## src/sv/pva_pkg.sv

```systemverilog
// ----------------------------------------------------------------------------
// pva_pkg
// Shared types and constants for the polyphonic voice allocator.
// ----------------------------------------------------------------------------
package pva_pkg;

    localparam int NUM_VOICES = 16;
    localparam int MAX_FRAMES = 1024;
    localparam int VW = (NUM_VOICES > 1) ? $clog2(NUM_VOICES) : 1;
    localparam int CW = $clog2(NUM_VOICES + 1);
    localparam logic [15:0] PHASE_FULL = 16'hFFFF;
    localparam logic [15:0] ENV_STEP_RST = 16'd171;
    localparam logic [15:0] THRESH_RST = 16'd41;

    localparam logic [0:0] CFG_ENV_STEP = 1'b0;
    localparam logic [0:0] CFG_THRESH = 1'b1;

    typedef enum logic [1:0] {
        OP_NOTE_ON  = 2'd0,
        OP_NOTE_OFF = 2'd1,
        OP_PEDAL    = 2'd2,
        OP_TICK     = 2'd3
    } op_t;

    typedef enum logic [1:0] {
        MODE_IDLE    = 2'd0,
        MODE_ATTACK  = 2'd1,
        MODE_SUSTAIN = 2'd2,
        MODE_RELEASE = 2'd3
    } mode_t;

    typedef struct packed {
        mode_t       mode;
        logic [6:0]  note;
        logic [6:0]  vel;
        logic [31:0] start;
        logic        frozen;
        logic [15:0] phase;
        logic        up;
    } voice_t;

    typedef enum logic [2:0] {
        ST_IDLE, ST_SCAN, ST_ALLOC, ST_FIX, ST_OUT
    } state_t;

    typedef struct packed {
        logic            we;
        logic [VW-1:0]   waddr;
        voice_t          wdata;
        logic [VW-1:0]   raddr;
    } mem_ctl_t;

endpackage

```

## src/sv/pva_voice_ram.sv

```systemverilog
// ----------------------------------------------------------------------------
// pva_voice_ram
// Voice table: one write port, one registered read port.
// ----------------------------------------------------------------------------
module pva_voice_ram
    import pva_pkg::*;
(
    input  logic     aclk,
    input  mem_ctl_t ctl,
    output voice_t   rdata
);

    voice_t mem [NUM_VOICES];

    always_ff @(posedge aclk) begin
        if (ctl.we) begin
            mem[ctl.waddr] <= ctl.wdata;
        end
        rdata <= mem[ctl.raddr];
    end

endmodule

```

## src/sv/poly_voice_allocator.sv

```systemverilog
// ----------------------------------------------------------------------------
// poly_voice_allocator
// Voice table with note on/off, sustain pedal and envelope tick operations.
// ----------------------------------------------------------------------------
// Channel  Dir  Contents
// s_axis   in   op, note, velocity, pedal_held, now_pos, frame_count
// m_axis   out  voice_index, voice_valid, retriggered, stolen, retired mask, count
// cfg      in   env_step (0), retire_threshold (1)
// Every transaction walks the voice memory through the single read port;
// a note on walks it twice. After reset the memory is cleared one voice
// per cycle and no input is taken meanwhile. The result is held until
// m_axis_tready.
module poly_voice_allocator
    import pva_pkg::*;
(
    input  logic        aclk,
    input  logic        aresetn,
    input  logic        s_axis_tvalid,
    output logic        s_axis_tready,
    // op[1:0], note[8:2], velocity[15:9], pedal_held[16], now_pos[48:17],
    // frame_count[59:49]
    input  logic [63:0] s_axis_tdata,
    output logic        m_axis_tvalid,
    input  logic        m_axis_tready,
    // voice_index[3:0], voice_valid[4], retriggered[5], stolen[6],
    // retired_mask[22:7], active_count[27:23]
    output logic [31:0] m_axis_tdata,
    input  logic        cfg_we,
    input  logic [0:0]  cfg_addr,
    input  logic [15:0] cfg_wdata
);

    state_t state_reg, state_next;
    logic [VW:0] clr_reg, clr_next;
    logic [VW:0] cnt_reg, cnt_next;
    logic pass_reg, pass_next;
    logic [15:0] step_reg, thr_reg;
    logic pedal_reg, pedal_next;
    op_t op_reg, op_next;
    logic [6:0] note_reg, note_next, vel_reg, vel_next;
    logic held_reg, held_next;
    logic [31:0] now_reg, now_next;
    logic [10:0] frm_reg, frm_next;
    logic [26:0] delta_reg, delta_next;
    logic [VW-1:0] pick_reg, pick_next, old_reg, old_next, idx_reg, idx_next;
    logic match_reg, match_next, free_reg, free_next, valid_reg, valid_next;
    logic [31:0] oldst_reg, oldst_next;
    logic [15:0] ret_reg, ret_next;
    logic [CW-1:0] act_reg, act_next;
    logic [31:0] out_reg, out_next;
    logic ov_reg, ov_next;
    mem_ctl_t ctl;
    voice_t rd, wv;
    logic [VW-1:0] ri;
    logic [27:0] sum;
    logic [15:0] ph;
    logic hit;

    pva_voice_ram u_ram (.aclk(aclk), .ctl(ctl), .rdata(rd));

    assign s_axis_tready = (state_reg == ST_IDLE);
    assign m_axis_tvalid = ov_reg;
    assign m_axis_tdata  = out_reg;
    assign ri = cnt_reg[VW-1:0] - 1'b1;

    always_ff @(posedge aclk) begin
        if (!aresetn) begin
            state_reg <= ST_FIX;
            clr_reg   <= '0;
            cnt_reg   <= '0;
            pass_reg  <= 1'b0;
            step_reg  <= ENV_STEP_RST;
            thr_reg   <= THRESH_RST;
            pedal_reg <= 1'b0;
            ov_reg    <= 1'b0;
        end else begin
            state_reg <= state_next;
            clr_reg   <= clr_next;
            cnt_reg   <= cnt_next;
            pass_reg  <= pass_next;
            pedal_reg <= pedal_next;
            ov_reg    <= ov_next;
            if (cfg_we && cfg_addr == CFG_ENV_STEP) begin
                step_reg <= cfg_wdata;
            end
            if (cfg_we && cfg_addr == CFG_THRESH) begin
                thr_reg <= cfg_wdata;
            end
        end
        op_reg <= op_next; note_reg <= note_next; vel_reg <= vel_next;
        held_reg <= held_next; now_reg <= now_next; frm_reg <= frm_next;
        delta_reg <= delta_next; pick_reg <= pick_next; old_reg <= old_next;
        idx_reg <= idx_next; match_reg <= match_next; free_reg <= free_next;
        valid_reg <= valid_next; oldst_reg <= oldst_next; ret_reg <= ret_next;
        act_reg <= act_next; out_reg <= out_next;
    end

    always_comb begin
        state_next = state_reg; clr_next = clr_reg; cnt_next = cnt_reg;
        pass_next = pass_reg; pedal_next = pedal_reg; op_next = op_reg;
        note_next = note_reg; vel_next = vel_reg; held_next = held_reg;
        now_next = now_reg; frm_next = frm_reg; delta_next = delta_reg;
        pick_next = pick_reg; old_next = old_reg; idx_next = idx_reg;
        match_next = match_reg; free_next = free_reg; valid_next = valid_reg;
        oldst_next = oldst_reg; ret_next = ret_reg; act_next = act_reg;
        out_next = out_reg;
        ov_next = ov_reg && !m_axis_tready;
        ctl = '0;
        wv = rd;
        sum = '0;
        ph = rd.phase;
        hit = (rd.mode != MODE_IDLE) && (rd.note == note_reg);
        case (state_reg)
            ST_FIX: begin
                ctl.we = 1'b1;
                ctl.waddr = clr_reg[VW-1:0];
                ctl.wdata = '0;
                clr_next = clr_reg + 1'b1;
                if (clr_reg == (VW+1)'(NUM_VOICES - 1)) begin
                    state_next = ST_IDLE;
                end
            end
            ST_IDLE: begin
                if (s_axis_tvalid) begin
                    op_next = op_t'(s_axis_tdata[1:0]);
                    note_next = s_axis_tdata[8:2];
                    vel_next = s_axis_tdata[15:9];
                    held_next = s_axis_tdata[16];
                    now_next = s_axis_tdata[48:17];
                    frm_next = s_axis_tdata[59:49];
                    cnt_next = '0; pass_next = 1'b0;
                    match_next = 1'b0; free_next = 1'b0; valid_next = 1'b0;
                    idx_next = '0; pick_next = '0; old_next = '0;
                    ret_next = '0; act_next = '0;
                    state_next = ST_SCAN;
                end
            end
            ST_SCAN: begin
                if (cnt_reg == '0) begin
                    delta_next = 27'({11'd0, step_reg} * {16'd0, frm_reg});
                end
                if (cnt_reg != (VW+1)'(NUM_VOICES)) begin
                    ctl.raddr = cnt_reg[VW-1:0];
                end
                cnt_next = cnt_reg + 1'b1;
                if (cnt_reg != '0) begin
                    case (op_reg)
                        OP_NOTE_ON: begin
                            if (hit && !match_reg) begin
                                match_next = 1'b1; pick_next = ri;
                            end
                            if (rd.mode == MODE_IDLE && !free_reg) begin
                                free_next = 1'b1; old_next = ri;
                            end
                            if (!free_reg && rd.mode != MODE_IDLE &&
                                (cnt_reg == (VW+1)'(1) || rd.start < oldst_reg)) begin
                                oldst_next = rd.start; idx_next = ri;
                            end
                        end
                        OP_NOTE_OFF: begin
                            if (hit) begin
                                if (!valid_reg) begin
                                    valid_next = 1'b1; idx_next = ri;
                                end
                                if (pedal_reg) begin
                                    wv.frozen = 1'b1; wv.mode = MODE_SUSTAIN;
                                end else begin
                                    wv.mode = MODE_RELEASE; wv.up = 1'b0;
                                end
                            end
                        end
                        OP_PEDAL: begin
                            if (!held_reg && rd.frozen) begin
                                wv.frozen = 1'b0; wv.mode = MODE_RELEASE;
                                wv.up = 1'b0;
                            end
                        end
                        default: begin
                            if (frm_reg <= 11'(MAX_FRAMES) && rd.mode != MODE_IDLE) begin
                                if (rd.up) begin
                                    sum = {12'd0, rd.phase} + {1'b0, delta_reg};
                                    ph = (sum > {12'd0, PHASE_FULL}) ? PHASE_FULL
                                                                     : sum[15:0];
                                end else begin
                                    ph = ({11'd0, rd.phase} > delta_reg)
                                        ? rd.phase - delta_reg[15:0] : 16'd0;
                                end
                                wv.phase = ph;
                                if (rd.mode == MODE_ATTACK) begin
                                    wv.mode = MODE_SUSTAIN;
                                end
                                if (rd.mode == MODE_RELEASE && ph <= thr_reg) begin
                                    wv.mode = MODE_IDLE;
                                    if (int'(ri) < 16) begin
                                        ret_next = ret_reg | (16'd1 << ri);
                                    end
                                end
                            end
                        end
                    endcase
                    if (op_reg != OP_NOTE_ON) begin
                        ctl.we = 1'b1; ctl.waddr = ri; ctl.wdata = wv;
                        if (wv.mode != MODE_IDLE) begin
                            act_next = act_reg + 1'b1;
                        end
                    end
                end
                if (cnt_reg == (VW+1)'(NUM_VOICES)) begin
                    if (op_reg == OP_PEDAL && !pass_reg) begin
                        pedal_next = held_reg;
                    end
                    state_next = (op_reg == OP_NOTE_ON) ? ST_ALLOC : ST_OUT;
                    cnt_next = '0;
                end
            end
            ST_ALLOC: begin
                if (match_reg) begin
                    idx_next = pick_reg;
                end else if (free_reg) begin
                    idx_next = old_reg;
                end
                ctl.we = 1'b1;
                ctl.waddr = match_reg ? pick_reg : (free_reg ? old_reg : idx_reg);
                ctl.wdata.mode = MODE_ATTACK;
                ctl.wdata.note = note_reg;
                ctl.wdata.vel = vel_reg;
                ctl.wdata.start = now_reg;
                ctl.wdata.up = 1'b1;
                valid_next = 1'b1;
                pass_next = 1'b1;
                state_next = ST_SCAN;
                op_next = OP_PEDAL;
                held_next = 1'b1;
            end
            ST_OUT: begin
                if (!ov_reg || m_axis_tready) begin
                    out_next = '0;
                    out_next[3:0] = 4'(idx_reg);
                    out_next[4] = valid_reg;
                    out_next[5] = pass_reg && match_reg;
                    out_next[6] = pass_reg && !match_reg && !free_reg;
                    out_next[22:7] = ret_reg;
                    out_next[27:23] = 5'(act_reg);
                    ov_next = 1'b1;
                    state_next = ST_IDLE;
                end
            end
            default: state_next = ST_IDLE;
        endcase
    end

endmodule
```

## config.mk

```make
export PLATFORM = sky130hd
export DESIGN_NAME = poly_voice_allocator
export DESIGN_NICKNAME = d
export VERILOG_FILES = /design/src/sv/pva_pkg.sv /design/src/sv/pva_voice_ram.sv /design/src/sv/poly_voice_allocator.sv
export SDC_FILE = /design/constraint.sdc
export NUM_CORES = 2
export LEC_CHECK = 0
export BUFFER_PORTS_ARGS = -buffer_cell sky130_fd_sc_hd__buf_2
export CORE_MARGIN = 2
export CORE_UTILIZATION = 25
export CTS_BUF_LIST = sky130_fd_sc_hd__clkbuf_16
export CTS_CLUSTER_DIAMETER = 100
export DETAILED_ROUTE_END_ITERATION = 6
export PLACE_DENSITY = 0.4
export SLEW_MARGIN = 10
export SYNTH_ARGS = -nofsm -noshare
export SYNTH_HDL_FRONTEND = slang
export SYNTH_SLANG_ARGS = --single-unit
```

## constraint.sdc

```tcl
create_clock -name aclk -period 8.88 [get_ports aclk]
set_input_delay 1.776 -clock aclk [delete_from_list [all_inputs] [get_ports aclk]]
set_output_delay 1.776 -clock aclk [all_outputs]
set_load 0.01 [all_outputs]
```

Word level (Yosys, flattened, before mapping). Memory sizes are Yosys's and may differ from the RTL's. A register that Yosys moved wholly into a read port is not among the register bits. Index checks and enable logic that the tools add are counted.

Flip-flop bits (word level): 231. Bits in writable memories: 1056. Input bits: 86. Output and inout port bits: 34. Memories: 1.

Add/sub/neg operators: 6. Multipliers: 1. $lt $le $gt $ge: 5. Eq/ne operators: 32. Shift-type cells: 1. Multiplexer cells: 91. Bitwise logic cells: 2. Reduce and logical (&&, ||, !) cells: 49.

Memory list: u_ram.mem (depth 16, bits a word 66, read ports 1, clocked after Yosys merged registers in 1, wr ports 1, line pva_voice_ram.sv:13) `voice_t mem [NUM_VOICES];`.

Operators by type and width (count): $mux W16 (14); $pmux W53 S3 (1); $mux W71 (2); $mux W4 (15); $lt A32 B32 Y1 (1); $pmux W16 S2 (1); $add A16 B27 Y28 (1); $gt A28 B16 Y1 const B (1); $ne A2 B2 Y1 const B (14); $gt A16 B27 Y1 (1); $mul A16 B11 Y27 (1); $mux W5 (5); $pmux W4 S2 (3); $mux W1 (22); $pmux W5 S2 (2); $reduce_and A5 Y1 (4); $mux W17 (1); $le A16 B16 Y1 (1); $mux W2 (8); $or A16 B16 Y16 (1); $shl A1 B4 Y16 const A (1); $sub A16 B16 Y16 (1); $add A5 B1 Y5 const B (3); $logic_and A1 B1 Y1 (15); other kinds (37) (68).

Logic depth before layout (Yosys ltp).
Depth after elaboration: 20. Depth in mapped cells: 24.

Cells and area by module. From an unflattened synthesis, not the netlist that was laid out.

Cell total of the unflattened synthesis: 3581. Area total of the unflattened synthesis: 59204.3 sq um.

By module, submodules not included: pva_voice_ram (instances 1, cells an instance 1698, area an instance 40800.4 sq um); poly_voice_allocator (instances 1, cells an instance 1883, area an instance 18403.9 sq um).

Worst setup path after synthesis. OpenSTA, ideal clock, no wires.

Path kind: reg-to-reg. Start point: reg frm_reg[2]. End point: reg delta_reg[21], data pin. Data arrival time: 5.830 ns. Required time: 8.614 ns. Path slack: 2.784 ns. Cell stages (with the launch flop): 25. Period minus slack after synthesis: 6.096 ns. Cell sequence: edfxtp_1 clkbuf_1 clkbuf_1 nand2_1 fa_1 inv_1 fa_1 inv_1 fa_1 inv_1 fa_1 inv_1 fa_1 inv_1 ha_1 or2_2 a21oi_1 a31oi_1 a2111oi_0 o21bai_1 a21oi_1 nor2b_1 o21a_1 o41ai_1 xnor2_1.

Word-level cells in the longest chain between the ends: 1.

RTL lines: start, declared (line poly_voice_allocator.sv:43) `logic [10:0] frm_reg, frm_next;`; start signal, assigned (line poly_voice_allocator.sv:91) `held_reg <= held_next; now_reg <= now_next; frm_reg <= frm_next;`; $mul A16 B11 Y27 (line poly_voice_allocator.sv:140) `delta_next = 27'({11'd0, step_reg} * {16'd0, frm_reg});`; end signal, assigned (line poly_voice_allocator.sv:92) `delta_reg <= delta_next; pick_reg <= pick_next; old_reg <= old_next;`; end, declared (line poly_voice_allocator.sv:44) `logic [26:0] delta_reg, delta_next;`.

Every way passes these cells. A chain may end at the register's enable or synchronous reset.

Worst setup path after layout. Ends and elaborated chain as after synthesis.

==> flow_metrics.env <==
export IMPL_ir_worst_vdd_mv=0.142
export IMPL_fin_nets=4009
export IMPL_fillers=21633
export IMPL_cts_hold_buf=0
export IMPL_clk_pin_slew_ps=60
export IMPL_hold_path_class="reg -> reg"
export IMPL_rsz0062_at_grt="false"
export IMPL_synthCells=3511
export IMPL_grt_pass1_vias=31218
export IMPL_die_w_um=472
export IMPL_synth_most_common_cell="edfxtp_1"
export IMPL_synth_largest_area_cell="edfxtp_1"
export IMPL_cts_tree="built"
export IMPL_clock_sinks=1227
export IMPL_p_leak_uw=0.0212
export IMPL_synth_commonest_cells="edfxtp_1 (1120), nand2_1 (391), mux4_2 (236)"
export IMPL_status="finished, final reports clean"
export IMPL_via_count=30179
export IMPL_arrival_ps=7160
export IMPL_synth_edf_count=1120
export IMPL_gp_congestion=0.745
export IMPL_async_flop_share_pct=0
export IMPL_yosysSeqAreaShare_pct=65.2
export IMPL_multi_input_area_um2=17700
export IMPL_power_density_nw_per_um2=207
export IMPL_area_growth_pct=15.6
export IMPL_slew_viol_final=0
export IMPL_cts_buffers=137
export IMPL_yosysTopAreaCellShare_pct=61.3
export IMPL_root_buffer="clkbuf_16"
export IMPL_antenna_found_initial=1
export IMPL_io_pins=120
export IMPL_yosys_warnings=0
export IMPL_r2r_cells=22
export IMPL_cp_start_kind="register"
export IMPL_grt_start_max_net_pins=108
export IMPL_critical_path_max_fanout=17
export IMPL_holdWs_ps=453
export IMPL_core_um2=218000
export IMPL_worst_slew_pin_slew_ps=1190
export IMPL_end_kind="register"
export IMPL_post_drt_wl_per_cell_um=22.6
export IMPL_setup_ws_ps=2200
export IMPL_period_needed_ps=6680
export IMPL_timing_final_crit_share_pct=75.2
export IMPL_final_layout_size_suffix_gt1_share_pct=17.5
export IMPL_clkLatencyLatePin_ps=780
export IMPL_syn_area_um2=54900
export IMPL_cts_setup_buffers=0
export IMPL_top_register="u_ram.mem"
export IMPL_criticalPathCategory="reg -> reg"
export IMPL_synth_cell_type_count=76
export IMPL_top_regs="u_ram.mem x944, u_ram.rdata x59"
export IMPL_finalSetupTns_ps=0
export IMPL_start_util_pct=25.2
export IMPL_hold_violations=0
export IMPL_crit_required_ps=9360
export IMPL_drt_iter0_markers=2213
export IMPL_detail_route_antenna_nets=0
export IMPL_die_h_um=472
export IMPL_hpwlAfterDp_mm=85.9
export IMPL_synth_seq_cells=1227
export IMPL_cap_violations=0
export IMPL_htree_levels=4
export IMPL_row_count=171
export IMPL_slew_headroom_pct=20.3
export IMPL_synth_ff_type="edfxtp_1"
export IMPL_fmax_mhz=150
export IMPL_grt_overflow=0
export IMPL_drt_wl_total_mm=149
export IMPL_finClkSkew_ps=45.7
export IMPL_largest_reg_flops=944
export IMPL_grt_pass1_wl_mm=219
export IMPL_drt_first_pass_iters=7
export IMPL_clockBufferDepth=3
export IMPL_setup_viol=0
export IMPL_synth_area_per_cell_um2=15.6
export IMPL_synthTopCellsByArea="edfxtp_1 (61%), mux4_2 (9.7%), fa_1 (4.6%)"
export IMPL_dieArea_um2=223000
export IMPL_min_delay_path_depth=0
export IMPL_drcViolationCount=0
export IMPL_portBuffers=104
export IMPL_track_usage_pct=13.3
export IMPL_viasPerCell=4.57
export IMPL_seq_area_um2=35800
export IMPL_cts_resized=0
export IMPL_preCtsSetupSlack_ps=2180
-- report_power, final --
group | leakage [µW] | switching (µW) | internal [µW]
registers | 0.0106 | 71.2 | 6400
clock network | 0.00230 | 2400 | 3140
logic | 0.00831 | 661 | 454
-- path summary, 6_finish.rpt --
kind	startpoint	to	slack, ps
setup / recovery	frm_reg[2]	delta_reg[21]	2200
hold reg to reg	ret_reg[1]	m_axis_tdata[8]	450
hold / removal	ret_reg[1]	m_axis_tdata[8]	450
setup reg to reg	frm_reg[2]	delta_reg[21]	2200
-- through the flow --
| stage | util (%) | total power (µW) | cell area [µm²] | std cells |
|---|---|---|---|---|
| global route | 29.2 | 13700 | 63400 | 6610 |
| detailed placement | 27.1 | 7720 | 59000 | 6354 |
| finish | 29.2 | 13100 | 63400 | 6610 |
| floorplan | - | 7360 | 54900 | 3514 |
| CTS | 29.1 | 13300 | 63400 | 6609 |
| global placement | 27.1 | 7730 | 59000 | 6354 |
-- layout by cell type (no fill, tap or decap), types with 11 or more instances in the layout --
cell type	instances
nor2_1	87
buf_4	66
dfxtp_1	107
xnor2_1	25
a21oi_1	85
nand4_1	22
and2_1	142
a21o_1	24
or3_1	11
nand2b_1	21
nor2_4	18
buf_2	104
nor4_1	12
ha_1	157
nor3_1	21
o21a_1	13
o21ai_0	52
clkbuf_16	139
a31oi_1	68
and3_1	14
nor2b_1	19
edfxtp_1	1120
clkinv_2	21
clkinv_1	27
o211ai_1	11
fa_1	127
a22o_1	47
o2bb2ai_1	11
nand2_1	388
nand3_1	36
inv_1	260
mux4_2	236
a211oi_1	65
a21boi_0	27
xor2_1	11
-- cells by family (layout without fill, tap and decap cells) --
kind of cell	Yosys count	count (layout)	synth area share, %
buffers and inverters	412	653	2.87
adders and majority gates	284	284	8.21
DFF	1227	1227	65.2
AOI/OAI and AO/OA	468	468	5.92
other	1	5	0.00684
xor gates and xnor gates	36	36	0.575
and+or+nand+nor	837	837	7.33
muxes	246	246	9.87
-- worst max-delay path, stage by stage, from the launching register on --
cell	delay, ps
edfxtp_1	810
nand2_1	170
fa_1	570
inv_1	60
fa_1	500
inv_1	60
fa_1	530
inv_1	50
fa_1	480
inv_1	50
fa_1	480
inv_1	40
ha_1	330
or2_2	290
a21oi_1	150
a31oi_1	110
a2111oi_0	590
o21bai_1	120
a21oi_1	300
nor2b_1	80
o21a_1	190
o41ai_1	320
xnor2_1	140
-- routing by layer --
layer | vias to the layer above | share of wire, % | wire length, µm | track usage (%)
met5 | - | 0 | 0 | 0
met4 | 0 | 1.4 | 2030 | 2.69
met3 | 147 | 3.6 | 5320 | 2.05
met2 | 547 | 45 | 67400 | 20.6
met1 | 15954 | 50 | 74300 | 19.5
li1 | 13531 | - | - | -
-- cell type report --
class | instances | area share [%]
multi-input combinational | 1875 | 28.0
clock buffer | 139 | 5.48
timing repair buffer | 172 | 1.66
tap | 2854 | 5.63
sequential | 1227 | 56.4
inverter | 226 | 1.35
clock inverter | 116 | 1.49
antenna | 1 | 0.00394
Note: power is estimated with default switching activity, not from simulation.
